`src/rtl/lgg_pkg.sv`:
```
// Shared types, widths and constants for the Life grid block.
package lgg_pkg;

	localparam int MAX_ROWS_DEF = 16;
	localparam int MAX_COLS_DEF = 16;

	// Count width: holds 0..127 for row and column counts
	localparam int CNT_W    = 7;
	localparam int CFG_W    = 5;
	localparam int REQ_W    = 2;
	localparam int POS_W    = 4;
	localparam int IDX_W    = 4;
	localparam int OUT_COLS = 16;
	localparam int APB_AW   = 3;
	localparam int APB_DW   = 32;
	localparam int NBR_W    = 4;

	localparam logic [CFG_W-1:0] CFG_RESET  = 5'd16;
	localparam logic [NBR_W-1:0] BIRTH_CNT  = 4'd3;
	localparam logic [NBR_W-1:0] KEEP_CNT   = 4'd2;

	typedef enum logic [REQ_W-1:0] {
		REQ_CLEAR   = 2'd0,
		REQ_TOGGLE  = 2'd1,
		REQ_ADVANCE = 2'd2
	} req_t;

	typedef enum logic {
		REG_ROWS = 1'b0,
		REG_COLS = 1'b1
	} reg_idx_t;

	typedef struct packed {
		logic [CNT_W-1:0] rows;
		logic [CNT_W-1:0] cols;
	} lgg_dims_t;

endpackage

```
`src/rtl/lgg_cfg_regs.sv`:
```
// APB register file holding the grid size, with clamped effective counts.
module lgg_cfg_regs #(
	parameter int MAX_ROWS = lgg_pkg::MAX_ROWS_DEF,
	parameter int MAX_COLS = lgg_pkg::MAX_COLS_DEF
) (
	input  logic                         clk,
	input  logic                         arst_n,
	input  logic                         psel,
	input  logic                         penable,
	input  logic                         pwrite,
	input  logic [lgg_pkg::APB_AW-1:0]   paddr,
	input  logic [lgg_pkg::APB_DW-1:0]   pwdata,
	output logic [lgg_pkg::APB_DW-1:0]   prdata,
	output lgg_pkg::lgg_dims_t           dims
);
	import lgg_pkg::*;

	localparam logic [CNT_W-1:0] ROWS_LIM = CNT_W'(MAX_ROWS);
	localparam logic [CNT_W-1:0] COLS_LIM = CNT_W'(MAX_COLS);

	logic [CFG_W-1:0] rows_q;
	logic [CFG_W-1:0] cols_q;
	logic             wr_en;
	reg_idx_t         sel;

	// Zero counts as one, anything past the limit as the limit
	function automatic logic [CNT_W-1:0] clamp_cnt(input logic [CFG_W-1:0] raw,
			input logic [CNT_W-1:0] lim);
		logic [CNT_W-1:0] ext;
		ext = CNT_W'(raw);
		if (raw == '0) begin
			return CNT_W'(1);
		end else if (ext > lim) begin
			return lim;
		end
		return ext;
	endfunction

	assign sel   = reg_idx_t'(paddr[2]);
	assign wr_en = psel & penable & pwrite;

	always_ff @(posedge clk or negedge arst_n) begin
		if (!arst_n) begin
			rows_q <= CFG_RESET;
			cols_q <= CFG_RESET;
		end else if (wr_en) begin
			unique case (sel)
				REG_ROWS: rows_q <= pwdata[CFG_W-1:0];
				REG_COLS: cols_q <= pwdata[CFG_W-1:0];
				default:  rows_q <= rows_q;
			endcase
		end
	end

	always_comb begin
		unique case (sel)
			REG_ROWS: prdata = APB_DW'(rows_q);
			REG_COLS: prdata = APB_DW'(cols_q);
			default:  prdata = '0;
		endcase
	end

	assign dims.rows = clamp_cnt(rows_q, ROWS_LIM);
	assign dims.cols = clamp_cnt(cols_q, COLS_LIM);

endmodule

```
`src/rtl/lgg_row_cell.sv`:
```
// One link of the row ring: holds a grid row and takes its neighbor's on a shift.
module lgg_row_cell #(
	parameter int COLS = lgg_pkg::MAX_COLS_DEF
) (
	input  logic            clk,
	input  logic            arst_n,
	input  logic            shift,
	input  logic [COLS-1:0] d,
	output logic [COLS-1:0] q
);
	import lgg_pkg::*;

	logic [COLS-1:0] row_q;

	always_ff @(posedge clk or negedge arst_n) begin
		if (!arst_n) begin
			row_q <= '0;
		end else if (shift) begin
			row_q <= d;
		end
	end

	assign q = row_q;

endmodule

```
`src/rtl/lgg_row_rule.sv`:
```
// B3/S23 rule applied to one row from the rows above and below it.
module lgg_row_rule #(
	parameter int COLS = lgg_pkg::MAX_COLS_DEF
) (
	input  logic [COLS-1:0] up,
	input  logic [COLS-1:0] mid,
	input  logic [COLS-1:0] dn,
	output logic [COLS-1:0] nxt
);
	import lgg_pkg::*;

	logic [COLS+1:0] up_p;
	logic [COLS+1:0] mid_p;
	logic [COLS+1:0] dn_p;

	// Pad one dead cell on each side; column c sits at padded index c+1
	assign up_p  = {1'b0, up, 1'b0};
	assign mid_p = {1'b0, mid, 1'b0};
	assign dn_p  = {1'b0, dn, 1'b0};

	always_comb begin
		logic [NBR_W-1:0] n;
		for (int c = 0; c < COLS; c++) begin
			n = NBR_W'(up_p[c]) + NBR_W'(up_p[c+1]) + NBR_W'(up_p[c+2])
				+ NBR_W'(mid_p[c]) + NBR_W'(mid_p[c+2])
				+ NBR_W'(dn_p[c]) + NBR_W'(dn_p[c+1]) + NBR_W'(dn_p[c+2]);
			nxt[c] = (n == BIRTH_CNT) || (mid[c] && (n == KEEP_CNT));
		end
	end

endmodule

```
`src/rtl/life_grid_generation.sv`:
```
// Top level of the Life grid block: row ring, rule, output register and config port.
// Conway's Life (birth on 3, survival on 2 or 3) on a grid of up to MAX_ROWS x MAX_COLS
// cells; rows_in_use and cols_in_use (APB, byte addresses 0 and 4) pick the part in use,
// with 0 taken as 1 and values past the maximum taken as the maximum. The grid lives in a
// ring of MAX_ROWS row cells. Every request (clear, toggle one cell, advance one
// generation; code 3 leaves the grid alone) makes exactly one trip around the ring, one row
// per cycle unless out_stall holds back a row in use: the row at the head is rewritten from
// itself, the row below it and a copy of the row that left the head on the previous shift,
// then goes back in at the tail and, if it is in use, is sent out as one item. The ring
// waits while an emitted row is stalled, and the next request is taken on the edge that
// ends the last step. Results come out row 0 upward, rows_in_use items per request,
// last_row marking the final one; columns past cols_in_use read as zero. Reset clears
// every cell at once, so there is no clearing pass.
module life_grid_generation #(
	parameter int MAX_ROWS = lgg_pkg::MAX_ROWS_DEF,
	parameter int MAX_COLS = lgg_pkg::MAX_COLS_DEF
) (
	input  logic                          clk,
	input  logic                          arst_n,
	// configuration port
	input  logic                          psel,
	input  logic                          penable,
	input  logic                          pwrite,
	input  logic [lgg_pkg::APB_AW-1:0]    paddr,
	input  logic [lgg_pkg::APB_DW-1:0]    pwdata,
	output logic [lgg_pkg::APB_DW-1:0]    prdata,
	output logic                          pready,
	// request channel
	input  logic                          in_valid,
	output logic                          in_stall,
	input  logic [lgg_pkg::REQ_W-1:0]     req_type,
	input  logic [lgg_pkg::POS_W-1:0]     cell_row,
	input  logic [lgg_pkg::POS_W-1:0]     cell_col,
	// row channel
	output logic                          out_valid,
	input  logic                          out_stall,
	output logic [lgg_pkg::IDX_W-1:0]     row_index,
	output logic [lgg_pkg::OUT_COLS-1:0]  row_cells,
	output logic                          last_row
);
	import lgg_pkg::*;

	localparam int STEP_W = (MAX_ROWS > 1) ? $clog2(MAX_ROWS) : 1;
	localparam int EXT_W  = (MAX_COLS > OUT_COLS) ? MAX_COLS : OUT_COLS;
	localparam logic [STEP_W-1:0] LAST_STEP = STEP_W'(MAX_ROWS - 1);

	lgg_dims_t         dims;

	logic [MAX_COLS-1:0] chain [MAX_ROWS];
	logic [MAX_COLS-1:0] head;
	logic [MAX_COLS-1:0] below;
	logic [MAX_COLS-1:0] col_mask;
	logic [MAX_COLS-1:0] rule_up;
	logic [MAX_COLS-1:0] rule_mid;
	logic [MAX_COLS-1:0] rule_dn;
	logic [MAX_COLS-1:0] rule_nxt;
	logic [MAX_COLS-1:0] gen_row;
	logic [MAX_COLS-1:0] tog_mask;
	logic [MAX_COLS-1:0] feed;
	logic [MAX_COLS-1:0] emit;
	logic [EXT_W-1:0]    emit_ext;

	logic [CNT_W-1:0]    step_cnt;
	logic                row_live;
	logic                next_live;
	logic                is_last_row;
	logic                hit;
	logic                adv;
	logic                last_step;
	logic                accept;

	// control state
	logic                busy_q;
	logic [STEP_W-1:0]   step_q;
	logic                out_valid_q;

	// payload held for the request in flight and the ring
	logic [REQ_W-1:0]    req_q;
	logic [POS_W-1:0]    tgl_row_q;
	logic [POS_W-1:0]    tgl_col_q;
	logic [MAX_COLS-1:0] prev_q;

	// output register
	logic [IDX_W-1:0]    row_index_q;
	logic [OUT_COLS-1:0] row_cells_q;
	logic                last_row_q;

	lgg_cfg_regs #(
		.MAX_ROWS (MAX_ROWS),
		.MAX_COLS (MAX_COLS)
	) u_cfg (
		.clk     (clk),
		.arst_n  (arst_n),
		.psel    (psel),
		.penable (penable),
		.pwrite  (pwrite),
		.paddr   (paddr),
		.pwdata  (pwdata),
		.prdata  (prdata),
		.dims    (dims)
	);

	assign pready = 1'b1;

	// Row ring: each cell takes the next one's row, the tail takes the rewritten head
	for (genvar k = 0; k < MAX_ROWS; k++) begin : g_ring
		logic [MAX_COLS-1:0] cell_d;
		if (k == MAX_ROWS - 1) begin : g_tail
			assign cell_d = feed;
		end else begin : g_link
			assign cell_d = chain[k+1];
		end
		lgg_row_cell #(
			.COLS (MAX_COLS)
		) u_cell (
			.clk    (clk),
			.arst_n (arst_n),
			.shift  (adv),
			.d      (cell_d),
			.q      (chain[k])
		);
	end

	assign head = chain[0];

	// A one-row grid has no row below the head
	if (MAX_ROWS > 1) begin : g_below
		assign below = chain[1];
	end else begin : g_no_below
		assign below = '0;
	end

	// Row position of the head and the columns in use
	assign step_cnt    = CNT_W'(step_q);
	assign row_live    = step_cnt < dims.rows;
	assign next_live   = (step_cnt + CNT_W'(1)) < dims.rows;
	assign is_last_row = (step_cnt + CNT_W'(1)) == dims.rows;

	always_comb begin
		for (int c = 0; c < MAX_COLS; c++) begin
			col_mask[c] = CNT_W'(c) < dims.cols;
		end
	end

	// Neighbors outside the grid in use count as dead; row 0 has nothing above
	assign rule_up  = (step_q != '0) ? (prev_q & col_mask) : '0;
	assign rule_mid = head & col_mask;
	assign rule_dn  = next_live ? (below & col_mask) : '0;

	lgg_row_rule #(
		.COLS (MAX_COLS)
	) u_rule (
		.up  (rule_up),
		.mid (rule_mid),
		.dn  (rule_dn),
		.nxt (rule_nxt)
	);

	// A generation leaves every cell outside the grid in use dead
	assign gen_row = row_live ? (rule_nxt & col_mask) : '0;

	// Toggle only a cell inside the grid in use
	assign hit = (step_cnt == CNT_W'(tgl_row_q)) && row_live
		&& (CNT_W'(tgl_col_q) < dims.cols);
	assign tog_mask = hit ? (MAX_COLS'(1) << tgl_col_q) : '0;

	always_comb begin
		unique case (req_q)
			REQ_CLEAR:   feed = '0;
			REQ_TOGGLE:  feed = head ^ tog_mask;
			REQ_ADVANCE: feed = gen_row;
			default:     feed = head;
		endcase
	end

	assign emit     = feed & col_mask;
	assign emit_ext = EXT_W'(emit);

	// Turn the ring unless a row in use must go out while the output register is full and stalled
	assign adv       = busy_q && (!row_live || !out_valid_q || !out_stall);
	assign last_step = step_q == LAST_STEP;
	assign in_stall  = busy_q && !(adv && last_step);
	assign accept    = in_valid && !in_stall;

	always_ff @(posedge clk or negedge arst_n) begin
		if (!arst_n) begin
			busy_q      <= 1'b0;
			step_q      <= '0;
			out_valid_q <= 1'b0;
		end else begin
			if (adv) begin
				if (last_step) begin
					busy_q <= 1'b0;
				end else begin
					step_q <= step_q + STEP_W'(1);
				end
			end
			// A new request starts its trip at row 0
			if (accept) begin
				busy_q <= 1'b1;
				step_q <= '0;
			end
			if (adv && row_live) begin
				out_valid_q <= 1'b1;
			end else if (!out_stall) begin
				out_valid_q <= 1'b0;
			end
		end
	end

	always_ff @(posedge clk) begin
		if (accept) begin
			req_q     <= req_type;
			tgl_row_q <= cell_row;
			tgl_col_q <= cell_col;
		end
		// Keep the old head: it is the row above the next head
		if (adv) begin
			prev_q <= head;
		end
		if (adv && row_live) begin
			row_index_q <= IDX_W'(step_q);
			row_cells_q <= emit_ext[OUT_COLS-1:0];
			last_row_q  <= is_last_row;
		end
	end

	assign out_valid = out_valid_q;
	assign row_index = row_index_q;
	assign row_cells = row_cells_q;
	assign last_row  = last_row_q;

endmodule

```
`config.mk`:
```
export PLATFORM = sky130hd
export DESIGN_NAME = life_grid_generation
export DESIGN_NICKNAME = d
export VERILOG_FILES = /design/src/rtl/lgg_pkg.sv /design/src/rtl/lgg_cfg_regs.sv /design/src/rtl/lgg_row_cell.sv /design/src/rtl/lgg_row_rule.sv /design/src/rtl/life_grid_generation.sv
export SDC_FILE = /design/constraint.sdc
export NUM_CORES = 1
export LEC_CHECK = 0
export BUFFER_PORTS_ARGS = -buffer_cell sky130_fd_sc_hd__buf_2
export CAP_MARGIN = 10
export CORE_ASPECT_RATIO = 0.8
export CORE_UTILIZATION = 30
export DETAILED_ROUTE_END_ITERATION = 10
export PLACE_DENSITY_LB_ADDON = 0.12
export SLEW_MARGIN = 15
export SYNTH_ARGS = -nofsm -noshare
export SYNTH_HDL_FRONTEND = slang
export SYNTH_SLANG_ARGS = --single-unit
```
`constraint.sdc`:
```
create_clock -name clk -period 13.3 [get_ports clk]
set_clock_uncertainty 0.2 [all_clocks]
set_input_delay 2.66 -clock clk [delete_from_list [all_inputs] [get_ports clk]]
set_output_delay 2.66 -clock clk [all_outputs]
set_load 0.03 [all_outputs]
```
# After elaboration in Yosys (flattened, before gate mapping)
# Cells that the tools add are included.
# op_classes
n_addsub	107
n_lt_le_gt_ge	21
eq_ne	39
shifts	1
n_mux	24
bitwise_logic	9
reduce_logical	56
# op_table
cell	count
$add 4x1->4	90
$eq 4x2->1 const B	32
$and 16x16->16	5
$mux 16	4
$pmux 32 s2	1
$lt 4x7->1 const A	8
$pmux 16 s3	1
$mux 7	6
$add 1x1->2	15
$lt 3x7->1 const A	4
$logic_and 1x1->1	23
$logic_or 1x1->1	18
$shl 1x4->16 const A	1
$xor 16x16->16	1
$lt 1x7->1 const A	2
$lt 2x7->1 const A	2
$lt 4x7->1	2
$mux 4	3
$gt 5x5->1 const B	2
$logic_not 5->1	2
$mux 1	9
$reduce_and 2->1	4
$eq 5x7->1	1
$lt 7x7->1	1
other kinds (13)	20
# word_totals
ff_bits	319
elab_cells	285

# Logic depth before layout (Yosys ltp)
# Gate-level depths: netlist of run 1.
# logic_depth
ltp_word	21
depth_mapped	25
depth_no_buf	22

# Cells and area by module
# From an unflattened synthesis of run 1, not the netlist that was laid out.
# unflattened
cells_unflattened	1296
hier_area_um2	17354.1
# by_module_without_submodules
mod	instances	cells_per_inst	area_each_um2	seq_area_each_um2
lgg_row_cell	16	34	649.4	400.4
life_grid_generation	1	393	3639.7	1561.5
lgg_row_rule	1	284	2546.2	0.0
lgg_cfg_regs	1	75	778.2	252.7

# Worst setup path before layout of run 1
# Ideal clock, no wire load.
# synth_path
path_type	input to output
from	input port paddr[2] in the netlist's numbering
to	output port prdata[4] in the netlist's numbering
t_arrival_ps	3529
t_required_ps	10440
setup_slack_ps	6911
stages	2
n_path_buf	1
path_cell_list	clkbuf_1 -> o21ai_0
# synth_between
elab_chain_cells	2
# synth_lines
element	line_no	source
from (decl)	life_grid_generation.sv:24	input logic [lgg_pkg::APB_AW-1:0] paddr,
$not 1->1	lgg_cfg_regs.sv:56	unique case (sel)
$pmux 32 s2 (*)	lgg_cfg_regs.sv:56	
to (decl)	life_grid_generation.sv:26	output logic [lgg_pkg::APB_DW-1:0] prdata,
# Mark *: on every way between the ends. The rest lies on a longest branch, timed or not. The select of a mux whose other input is x is not followed.

# Worst setup path after layout of run 1
# layout_path
from	register u_cfg.cols_q[0]
to	register row_cells_q[2], in the netlist row_cells[2], data pin
# layout_between
elab_chain_cells	21
word_cells_on_any_way	33
classes_between	7 x add/sub; 5 x order compare; 2 x eq/ne; 9 x mux; 6 x bitwise; 4 x reduce/logical
# layout_lines
element	line_no	source
from (decl)	lgg_cfg_regs.sv:22	logic [CFG_W-1:0] cols_q;
from (signal assigned)	lgg_cfg_regs.sv:49	REG_COLS: cols_q <= pwdata[CFG_W-1:0];
$gt 5x5->1	lgg_cfg_regs.sv:33	end else if (ext > lim) begin
$mux 1	lgg_cfg_regs.sv:33	
$mux 1	lgg_cfg_regs.sv:31	if (raw == '0) begin
$mux 7 (*)	lgg_cfg_regs.sv:36	return ext;
$lt 1x7->1 / $lt 2x7->1 (equally long branches)	life_grid_generation.sv:141	col_mask[c] = CNT_W'(c) < dims.cols;
$and 16x16->16	life_grid_generation.sv:146	assign rule_up = (step_q != '0) ? (prev_q & col_mask) : '0;
$mux 16	life_grid_generation.sv:146	
$add 1x1->2	lgg_row_rule.sv:24	n = NBR_W'(up_p[c]) + NBR_W'(up_p[c+1]) + NBR_W'(up_p[c+2])
(+6 left out)	--	
$eq 4x2->1	lgg_row_rule.sv:27	nxt[c] = (n == BIRTH_CNT) || (mid[c] && (n == KEEP_CNT));
$logic_and 1x1->1	lgg_row_rule.sv:27	
$logic_or 1x1->1	lgg_row_rule.sv:27	
$and 16x16->16	life_grid_generation.sv:160	assign gen_row = row_live ? (rule_nxt & col_mask) : '0;
$mux 16	life_grid_generation.sv:160	
$pmux 16 s3	life_grid_generation.sv:168	unique case (req_q)
$and 16x16->16 (*)	life_grid_generation.sv:176	assign emit = feed & col_mask;
net emit[2]	life_grid_generation.sv:60	logic [MAX_COLS-1:0] emit;
to (signal assigned)	life_grid_generation.sv:223	row_cells_q <= emit_ext[OUT_COLS-1:0];
to (decl)	life_grid_generation.sv:85	logic [OUT_COLS-1:0] row_cells_q;
# Mark *: on every way through the listed nets, which the timed path passes. The rest lies on a longest branch.
# A chain may end at the register's enable or synchronous reset.

==> results.md, run 1 <==
- Status: finished, final reports clean
- Non-filler cells, final: around 2600
- Detailed placer's ending HPWL: 27.6 mm
- GR Overflow Total: 0
- RR Endpoint: row_cells[2]$_DFFE_PP_
- Final estimated routing congestion in global placement: approximately 0.86
- Number of max-cap violations: 0
- Critical path's largest stage delay: between 0.7 and 0.8 ns
- Detailed-route wire length: approximately 42 mm
- Met1 Track Usage GR: a little under a quarter
- Final min period: about 7.4 ns
- Category of the critical setup timing path: flop to flop
- Yosys warning total: 0
- Diodes inserted: 0
- Data required, critical path: 13.44 ns
- Normalized max-slew margin: 31.5%
- Cells along the critical path: nor4_1 -> ha_1 -> nor2b_1 -> nor2_1 -> nor3_1 -> nand2_1 -> and3_1 -> ha_1 -> inv_1 -> fa_1 -> fa_1 -> fa_1 -> fa_1 -> nor4b_1 -> a22o_1 -> o21ai_0 -> nor4b_1 -> a21oi_1 -> a21boi_0
- Share of synthesized registers carrying an async set or reset: 85.3%
- Final core occ: approximately a third
- Number of design-rule violations left by the first detailed-router iteration: roughly 840
- Startpoint Class: flop
- NumNets Final: ~2000
- Avg Cell Area, Syn: 9.13 um2
- Worst flop-to-flop path startpoint: u_cfg.cols_q[0]$_DFFE_PN0P_
- Arrival time reported for the critical path endpoint: 7.53 ns
- TritonCTS clock tree: built
- Setup-violating endpoint count in the final report: 0
- Initial cell density of the core: 30.6%
- End point of the critical path: row_cells[2]$_DFFE_PP_
- Setup fix buffers added after clock tree synthesis: 0
- Area used by multi-input combinational logic: between 7000 and 8000 um2
- Buffers from clock root to sink, at most: 3
- Total CTS buffers: 36
- CTS sink count: ~320
- P per Cell Area: 251 nW/um2
- Via total after detailed routing: 12200
- # resized after CTS: 0
- Maximum level of the CTS H-tree: 2
- Die Area: 56400 um2
- Core footprint: approximately 54000 um2
- Primary FF master, synth: sky130_fd_sc_hd__dfrtp_1
- Busiest metal layer after global routing: met1
- Library cell used as clock root buffer: sky130_fd_sc_hd__clkbuf_16
- Path category of the worst min-delay check: flop to flop
- Residual DRC count: 0
- Leakage component of the power: approximately 0.0094 uW
- Maximum vdd ir drop: about 0.25 mV
- Pin count of the biggest net entering global routing: approximately 120
- Total routing usage reported by global routing: between 10% and 20%
- Global-route wire length before repair: between 60 and 70 mm
- Worst skew pair latency: approximately 0.53 ns
- Port Buffers: 50
- Unrepaired setup endpoints after global routing: no
- Total count of max-transition violations in the final report: 0
- Flop-to-flop setup slack: slightly below 6 ns
- Total instance count after detailed placement: roughly 2500
- Routed len/inst: between 15 and 20 um
- Number of distinct standard cells referenced by the synthesized netlist: 64
- Synth-to-layout area growth: 12.8%
- Fraction of met2 tracks used by global routing: 22.6%
- Synthesized instance count: about 1800
- Number of I/O pins: around 110
- Commonest cells after routing, fill and taps aside: sky130_fd_sc_hd__nand2_1, sky130_fd_sc_hd__dfrtp_1, sky130_fd_sc_hd__inv_1
- First-pass iteration count of the detailed router: 5
- Worst setup path startpoint: u_cfg.cols_q[0]$_DFFE_PN0P_
- Storage element area: 8220 um2
- Most common cell after layout, fill and taps aside: sky130_fd_sc_hd__nand2_1
- Die width: about 270 um
- CTS clk-pin slew, worst paths: 0.07 ns
- Share of layout cells above drive strength 1: under 10%
- Final hold violation count: 0
- Share of the clock period used by the worst path after layout: 55.6%
- Fillers: roughly 5600
- Residual antenna-violating net count after detailed routing: 0
- Capturing element type of the critical path: flop
- Number of synthesized flops with an enable pin: between 40 and 50
- Critical path fanouts, max: 10
- F_max: 135 MHz
- Number of cells on the worst reg-to-reg path: 19
- Cell repeated most along the worst path: sky130_fd_sc_hd__fa_1
- Count of hold-fix buffers inserted at cts: 0
- Die Y-Extent: 213 um
- Number of vias per cell: between 4 and 5
- Worst-Margin Slew: about 1 ns
- Count of standard-cell rows: 76
- #FFs+latches synth: around 320
- Final-layout setup total negative slack: 0 ns
- Slowest stage cell on the critical path: sky130_fd_sc_hd__nor3_1
- Post-synthesis instance area: between 15000 and 20000 um2
- Initial antenna violation count: 2
- Met3 routing resource usage after global routing: 2.62%
- Vias in the first global route: 12300
- Share of synthesized area occupied by flip-flops and latches: 49.4%
layout make-up:
cell class / count / share of cell area (%)
Inverter: 85 / 1.74
Multi-Input combinational cell: 1331 / 41.0
Tap cell: 741 / 4.94
Timing Repair Buffer: 67 / 2.07
Sequential cell: 319 / 43.8
Clock inverter: 10 / 0.574
Clock buffer: 55 / 5.89
power by group:
group / total, uW / leakage, uW / switching, uW / internal, uW
clock: 1020 / 0.000595 / 412 / 613
sequential: 1650 / 0.00408 / 248 / 1400
combinational: 2040 / 0.00472 / 1400 / 646
cells by family (layout without fill, tap and decap cells):
logic type | Yosys count | count (layout) | synth area share (%)
simple gates | 994 | 994 | 25.2
flops | 319 | 319 | 49.4
buf+inv | 197 | 217 | 5.12
compound gates | 145 | 145 | 5.78
fa+ha+maj | 122 | 122 | 11.9
mux | 26 | 26 | 1.67
xor+xnor | 16 | 16 | 0.843
other cells | 2 | 28 | 0.0452
critical path: cells and delay by family (launching register included):
| family | cells | cell delay, ns |
|---|---|---|
| simple gates | 8 | 3.20 |
| flops | 1 | 0.48 |
| buf+inv | 1 | 0.04 |
| compound gates | 4 | 0.70 |
| fa+ha+maj | 6 | 2.57 |
worst min path at each step:
stage | endpoint | startpoint | slack, ns | depth (start not counted)
floorplan | prev_q[10]$_DFFE_PP_ | g_ring[0].u_cell.q[10]$_DFFE_PN0P_ | 0.22 | 0
CTS | g_ring[11].u_cell.q[10]$_DFFE_PN0P_ | g_ring[12].u_cell.q[10]$_DFFE_PN0P_ | 0.25 | 2
global placement | g_ring[7].u_cell.q[12]$_DFFE_PN0P_ | g_ring[8].u_cell.q[12]$_DFFE_PN0P_ | 0.25 | 2
finish | g_ring[11].u_cell.q[10]$_DFFE_PN0P_ | g_ring[12].u_cell.q[10]$_DFFE_PN0P_ | 0.25 | 2
detailed placement | g_ring[4].u_cell.q[11]$_DFFE_PN0P_ | g_ring[5].u_cell.q[11]$_DFFE_PN0P_ | 0.25 | 2
global route | g_ring[8].u_cell.q[10]$_DFFE_PN0P_ | g_ring[9].u_cell.q[10]$_DFFE_PN0P_ | 0.27 | 2
per-stage QoR:
step	worst slack (ns)	total power (uW)	hold slack (ns)	instance area, um2
final	5.91	4710	0.249	18800
after global routing	5.27	5150	0.274	18800
after CTS	5.89	4790	0.247	18800
after detailed placement	5.94	3730	0.250	17500
after global placement	6.11	3690	0.248	17500
after floorplan	6.91	3090	0.223	16700
routing by layer:
| layer | share of wire [%] | wire length [um] | vias to the layer above |
|---|---|---|---|
| li1 | - | - | 5890 |
| met1 | 51 | 21500 | 6060 |
| met2 | 42 | 17500 | 219 |
| met3 | 4.5 | 1890 | 74 |
| met4 | 2.4 | 996 | 0 |
| met5 | 0 | 0 | - |
state kept, by name, indices dropped and copies added (netlist names):
name             cells
g_ring.u_cell.q    256
prev_q              16
row_cells           16
u_cfg.cols_q         5
u_cfg.rows_q         5
row_index            4
step_q               4
tgl_col_q            4
tgl_row_q            4
req_q                2
busy_q               1
last_row             1
out_valid            1
synth_stat cells, drive strengths merged, types with 5 or more instances:
| cell type | count | area (um2) |
|---|---|---|
| nand2 | 752 | 2830 |
| dfrtp | 270 | 6760 |
| inv | 85 | 319 |
| clkbuf | 79 | 297 |
| ha | 62 | 776 |
| fa | 60 | 1200 |
| nor2 | 57 | 214 |
| edfxtp | 47 | 1410 |
| buf | 33 | 235 |
| nand3 | 32 | 160 |
| o21ai | 32 | 164 |
| and3 | 31 | 194 |
| a21oi | 26 | 130 |
| nor2b | 18 | 113 |
| nor3 | 17 | 85.1 |
| nor4 | 17 | 128 |
| a31oi | 16 | 100 |
| and2 | 15 | 93.8 |
| nand2b | 15 | 93.8 |
| mux2 | 14 | 158 |
| nand4 | 13 | 81.3 |
| mux2i | 12 | 120 |
| xnor2 | 10 | 87.6 |
| a211oi | 8 | 60.1 |
| a21boi | 7 | 52.6 |
| o22ai | 7 | 43.8 |
| a21o | 6 | 45.0 |
| nand3b | 6 | 45.0 |
| xor2 | 6 | 52.6 |
| nor4b | 5 | 43.8 |
| o211ai | 5 | 37.5 |
| o31ai | 5 | 37.5 |
(Power assumes the default switching activity.)
==> run 2, diff against run 1 <==
clock period = 6.7 ns   (was 13.3 ns; I/O delays follow)
==> results.md, run 2 (synthesized netlist as in run 1, its figures left out) <==
- Setup-violating endpoint count in the final report: 0 (unchanged)
- Final-layout setup total negative slack: 0 ns (unchanged)
- Vias in the first global route: 12300 (+0.14%)
- Total routing usage reported by global routing: 15.3% (+0.080 points)
- Status: finished, final reports clean
- First-pass iteration count of the detailed router: 5 (unchanged)
- Share of layout cells above drive strength 1: 9.49% (+1.2 points)
- Initial cell density of the core: 30.6% (unchanged)
- Final min period: 6.39 ns (-1.00 ns)
- Number of design-rule violations left by the first detailed-router iteration: 1075 (+28%)
- CTS clk-pin slew, worst paths: 0.06 ns (about the same)
- Die Area: 56400 um2 (unchanged)
- Global-route wire length before repair: 68.3 mm (+0.78%)
- Maximum vdd ir drop: 0.466 mV (+84%)
- Pin count of the biggest net entering global routing: 181 (+56%)
- F_max: 156 MHz (+16%)
- Detailed placer's ending HPWL: 27.3 mm (-1.3%)
- Buffers from clock root to sink, at most: 3 (unchanged)
- GR Overflow Total: 0 (unchanged)
- P per Cell Area: 497 nW/um2 (+98%)
- Number of I/O pins: 108 (unchanged)
- Cell repeated most along the worst path: sky130_fd_sc_hd__fa_1
- Net switching component of the power: 4080 uW (+98%)
- Maximum level of the CTS H-tree: 2 (unchanged)
- Synth-to-layout area growth: 13.9%
- Critical path fanouts, max: 10 (unchanged)
- CTS sink count: 319 (unchanged)
- Worst skew pair latency: 0.54 ns (about the same)
- Share of total power in sequential cells: 34.8% (about the same)
- Die width: 265 um (unchanged)
- NumNets Final: 2033 (+0.94%)
- Commonest cells after routing, fill and taps aside: sky130_fd_sc_hd__nand2_1, sky130_fd_sc_hd__dfrtp_1, sky130_fd_sc_hd__inv_1
- Number of buffers and inverters on the critical path: 1 (unchanged)
- Internal Pwr Total: 5330 uW (+100%)
- Share of the clock period used by the worst path after layout: 95.4% (+40 points)
- Number of vias per cell: 4.67 (-0.62%)
- Detailed-route wire length: 41.6 mm (-0.67%)
- Flip-flop count of the largest register after layout: 256 (unchanged)
- Diodes inserted: 0 (unchanged)
- Unrepaired setup endpoints after global routing: no
- Setup fix buffers added after clock tree synthesis: 0 (unchanged)
- Number of max-cap violations: 0 (unchanged)
- Total CTS buffers: 37 (+2.8%)
- Count of standard-cell rows: 76 (unchanged)
- Port Buffers: 50 (unchanged)
- Startpoint Class: flop
- Capturing element type of the critical path: flop
- Critical path's largest stage delay: 0.50 ns (-0.28 ns)
- Final hold violation count: 0 (unchanged)
- Arrival time reported for the critical path endpoint: 6.57 ns (-0.96 ns)
- Library cell used as clock root buffer: sky130_fd_sc_hd__clkbuf_16
- TritonCTS clock tree: built
- Residual DRC count: 0 (unchanged)
- Overall power: 9410 uW (+100%)
- Final estimated routing congestion in global placement: 0.834 (-2.9%)
- Initial antenna violation count: 0 (-2)
- Normalized max-slew margin: 23.8% (-7.6 points)
- Residual antenna-violating net count after detailed routing: 0 (unchanged)
- Routed len/inst: 15.8 um (-1.4%)
- Via total after detailed routing: 12300 (+0.15%)
- Core footprint: 54300 um2 (unchanged)
- Relative contribution of the clock network to total power: 21.8% (about the same)
- Category of the critical setup timing path: flop to flop
- Leakage component of the power: 0.00951 uW (+1.2%)
- Comb power frac: 43.4% (about the same)
- Fillers: 5619 (unchanged)
- Fraction of power spent switching nets: 43.3% (-0.30 points)
- Most common cell after layout, fill and taps aside: sky130_fd_sc_hd__nand2_1
- Worst-Margin Slew: 1.14 ns (+0.115 ns)
- Cell family with the largest share of critical-path delay: adder cells
- Total count of max-transition violations in the final report: 0 (unchanged)
- Cells along the critical path: nor4_2 -> ha_1 -> nor2b_2 -> o211ai_1 -> or2_2 -> and3_1 -> ha_1 -> inv_1 -> fa_1 -> fa_1 -> fa_1 -> fa_1 -> nor4b_1 -> a22o_1 -> o21ai_0 -> nor4b_1 -> a21oi_1 -> a21boi_0
- Slowest stage cell on the critical path: sky130_fd_sc_hd__fa_1
- Path category of the worst min-delay check: flop to flop
- Die Y-Extent: 213 um (unchanged)
- Data required, critical path: 6.88 ns (-6.56 ns)
==> run 2: cell types whose count changed in the layout (fill, tap and decap cells not counted), sizes merged <==
cell    previous run  this run
inv               87        88
buf               67        85
clkbuf            55        54
clkinv             5         7
==> run 2: routing by layer <==
layer | up-vias | routed length, um | global-route usage, %
li1 | 5936 | - | -
met1 | 6044 | 21000 | 22.8
met2 | 230 | 17700 | 22.4
met3 | 51 | 2270 | 3.24
met4 | 0 | 713 | 3.53
met5 | - | 0 | 0
==> run 2: metrics by stage <==
stage	hold slack (ns)	worst slack [ns]	utilization, %	cell area (um2)	std cells
5_1_grt	0.278	0.0275	34.9	18900	2628
2_1_floorplan	0.223	0.854	-	16700	1847
3_5_place_dp	0.248	0.157	32.6	17700	2561
6_report	0.250	0.307	34.9	18900	2628
3_3_place_gp	0.247	0.233	32.6	17700	2561
4_1_cts	0.255	0.113	34.9	18900	2628
==> run 2: final timing paths <==
kind | from | endpoint | slack (ns) | cells past startpoint
hold / removal | g_ring[4].u_cell.q[10]$_DFFE_PN0P_ | g_ring[3].u_cell.q[10]$_DFFE_PN0P_ | 0.25 | 2
min in group asynchronous | arst_n | g_ring[7].u_cell.q[4]$_DFFE_PN0P_ | 0.64 | 1
setup / recovery | u_cfg.cols_q[0]$_DFFE_PN0P_ | row_cells[2]$_DFFE_PP_ | 0.31 | 18
max in group asynchronous | arst_n | g_ring[0].u_cell.q[12]$_DFFE_PN0P_ | 4.33 | 2
setup reg to reg | u_cfg.cols_q[0]$_DFFE_PN0P_ | row_cells[2]$_DFFE_PP_ | 0.31 | 18
hold reg to reg | g_ring[4].u_cell.q[10]$_DFFE_PN0P_ | g_ring[3].u_cell.q[10]$_DFFE_PN0P_ | 0.25 | 2
==> run 2: cell type report <==
cell class,count,area (um2),area share (%)
inverters,85,327,1.72
flip-flops and latches,319,8220,43.4
clock inverters,13,128,0.673
clock buffers,54,1100,5.82
multi-input cells,1331,7700,40.6
repair buffers,85,548,2.89
well taps,741,927,4.89
==> run 2: repair_timing <==
item	CTS	global route
endpoints found under the setup margin	0	10
hold buffers	0	0
resized for setup	0	3
==> run 2: power by group through the flow <==
stage               clock [uW]  combinational (uW)  sequential, uW
floorplan                    0                2880            3250
global placement             0                4070            3300
detailed placement           0                4130            3310
CTS                       2140                4160            3280
global route              2210                4700            3380
finish                    2050                4090            3270
==> run 2: worst register-to-register path, stage by stage (launching register included) <==
cell	delay (ns)
sky130_fd_sc_hd__dfrtp_1	0.48
sky130_fd_sc_hd__nor4_2	0.43
sky130_fd_sc_hd__ha_1	0.42
sky130_fd_sc_hd__nor2b_2	0.43
sky130_fd_sc_hd__o211ai_1	0.27
sky130_fd_sc_hd__or2_2	0.41
sky130_fd_sc_hd__and3_1	0.25
sky130_fd_sc_hd__ha_1	0.29
sky130_fd_sc_hd__inv_1	0.05
sky130_fd_sc_hd__fa_1	0.50
sky130_fd_sc_hd__fa_1	0.43
sky130_fd_sc_hd__fa_1	0.41
sky130_fd_sc_hd__fa_1	0.46
sky130_fd_sc_hd__nor4b_1	0.31
sky130_fd_sc_hd__a22o_1	0.20
sky130_fd_sc_hd__o21ai_0	0.11
sky130_fd_sc_hd__nor4b_1	0.31
sky130_fd_sc_hd__a21oi_1	0.11
sky130_fd_sc_hd__a21boi_0	0.17
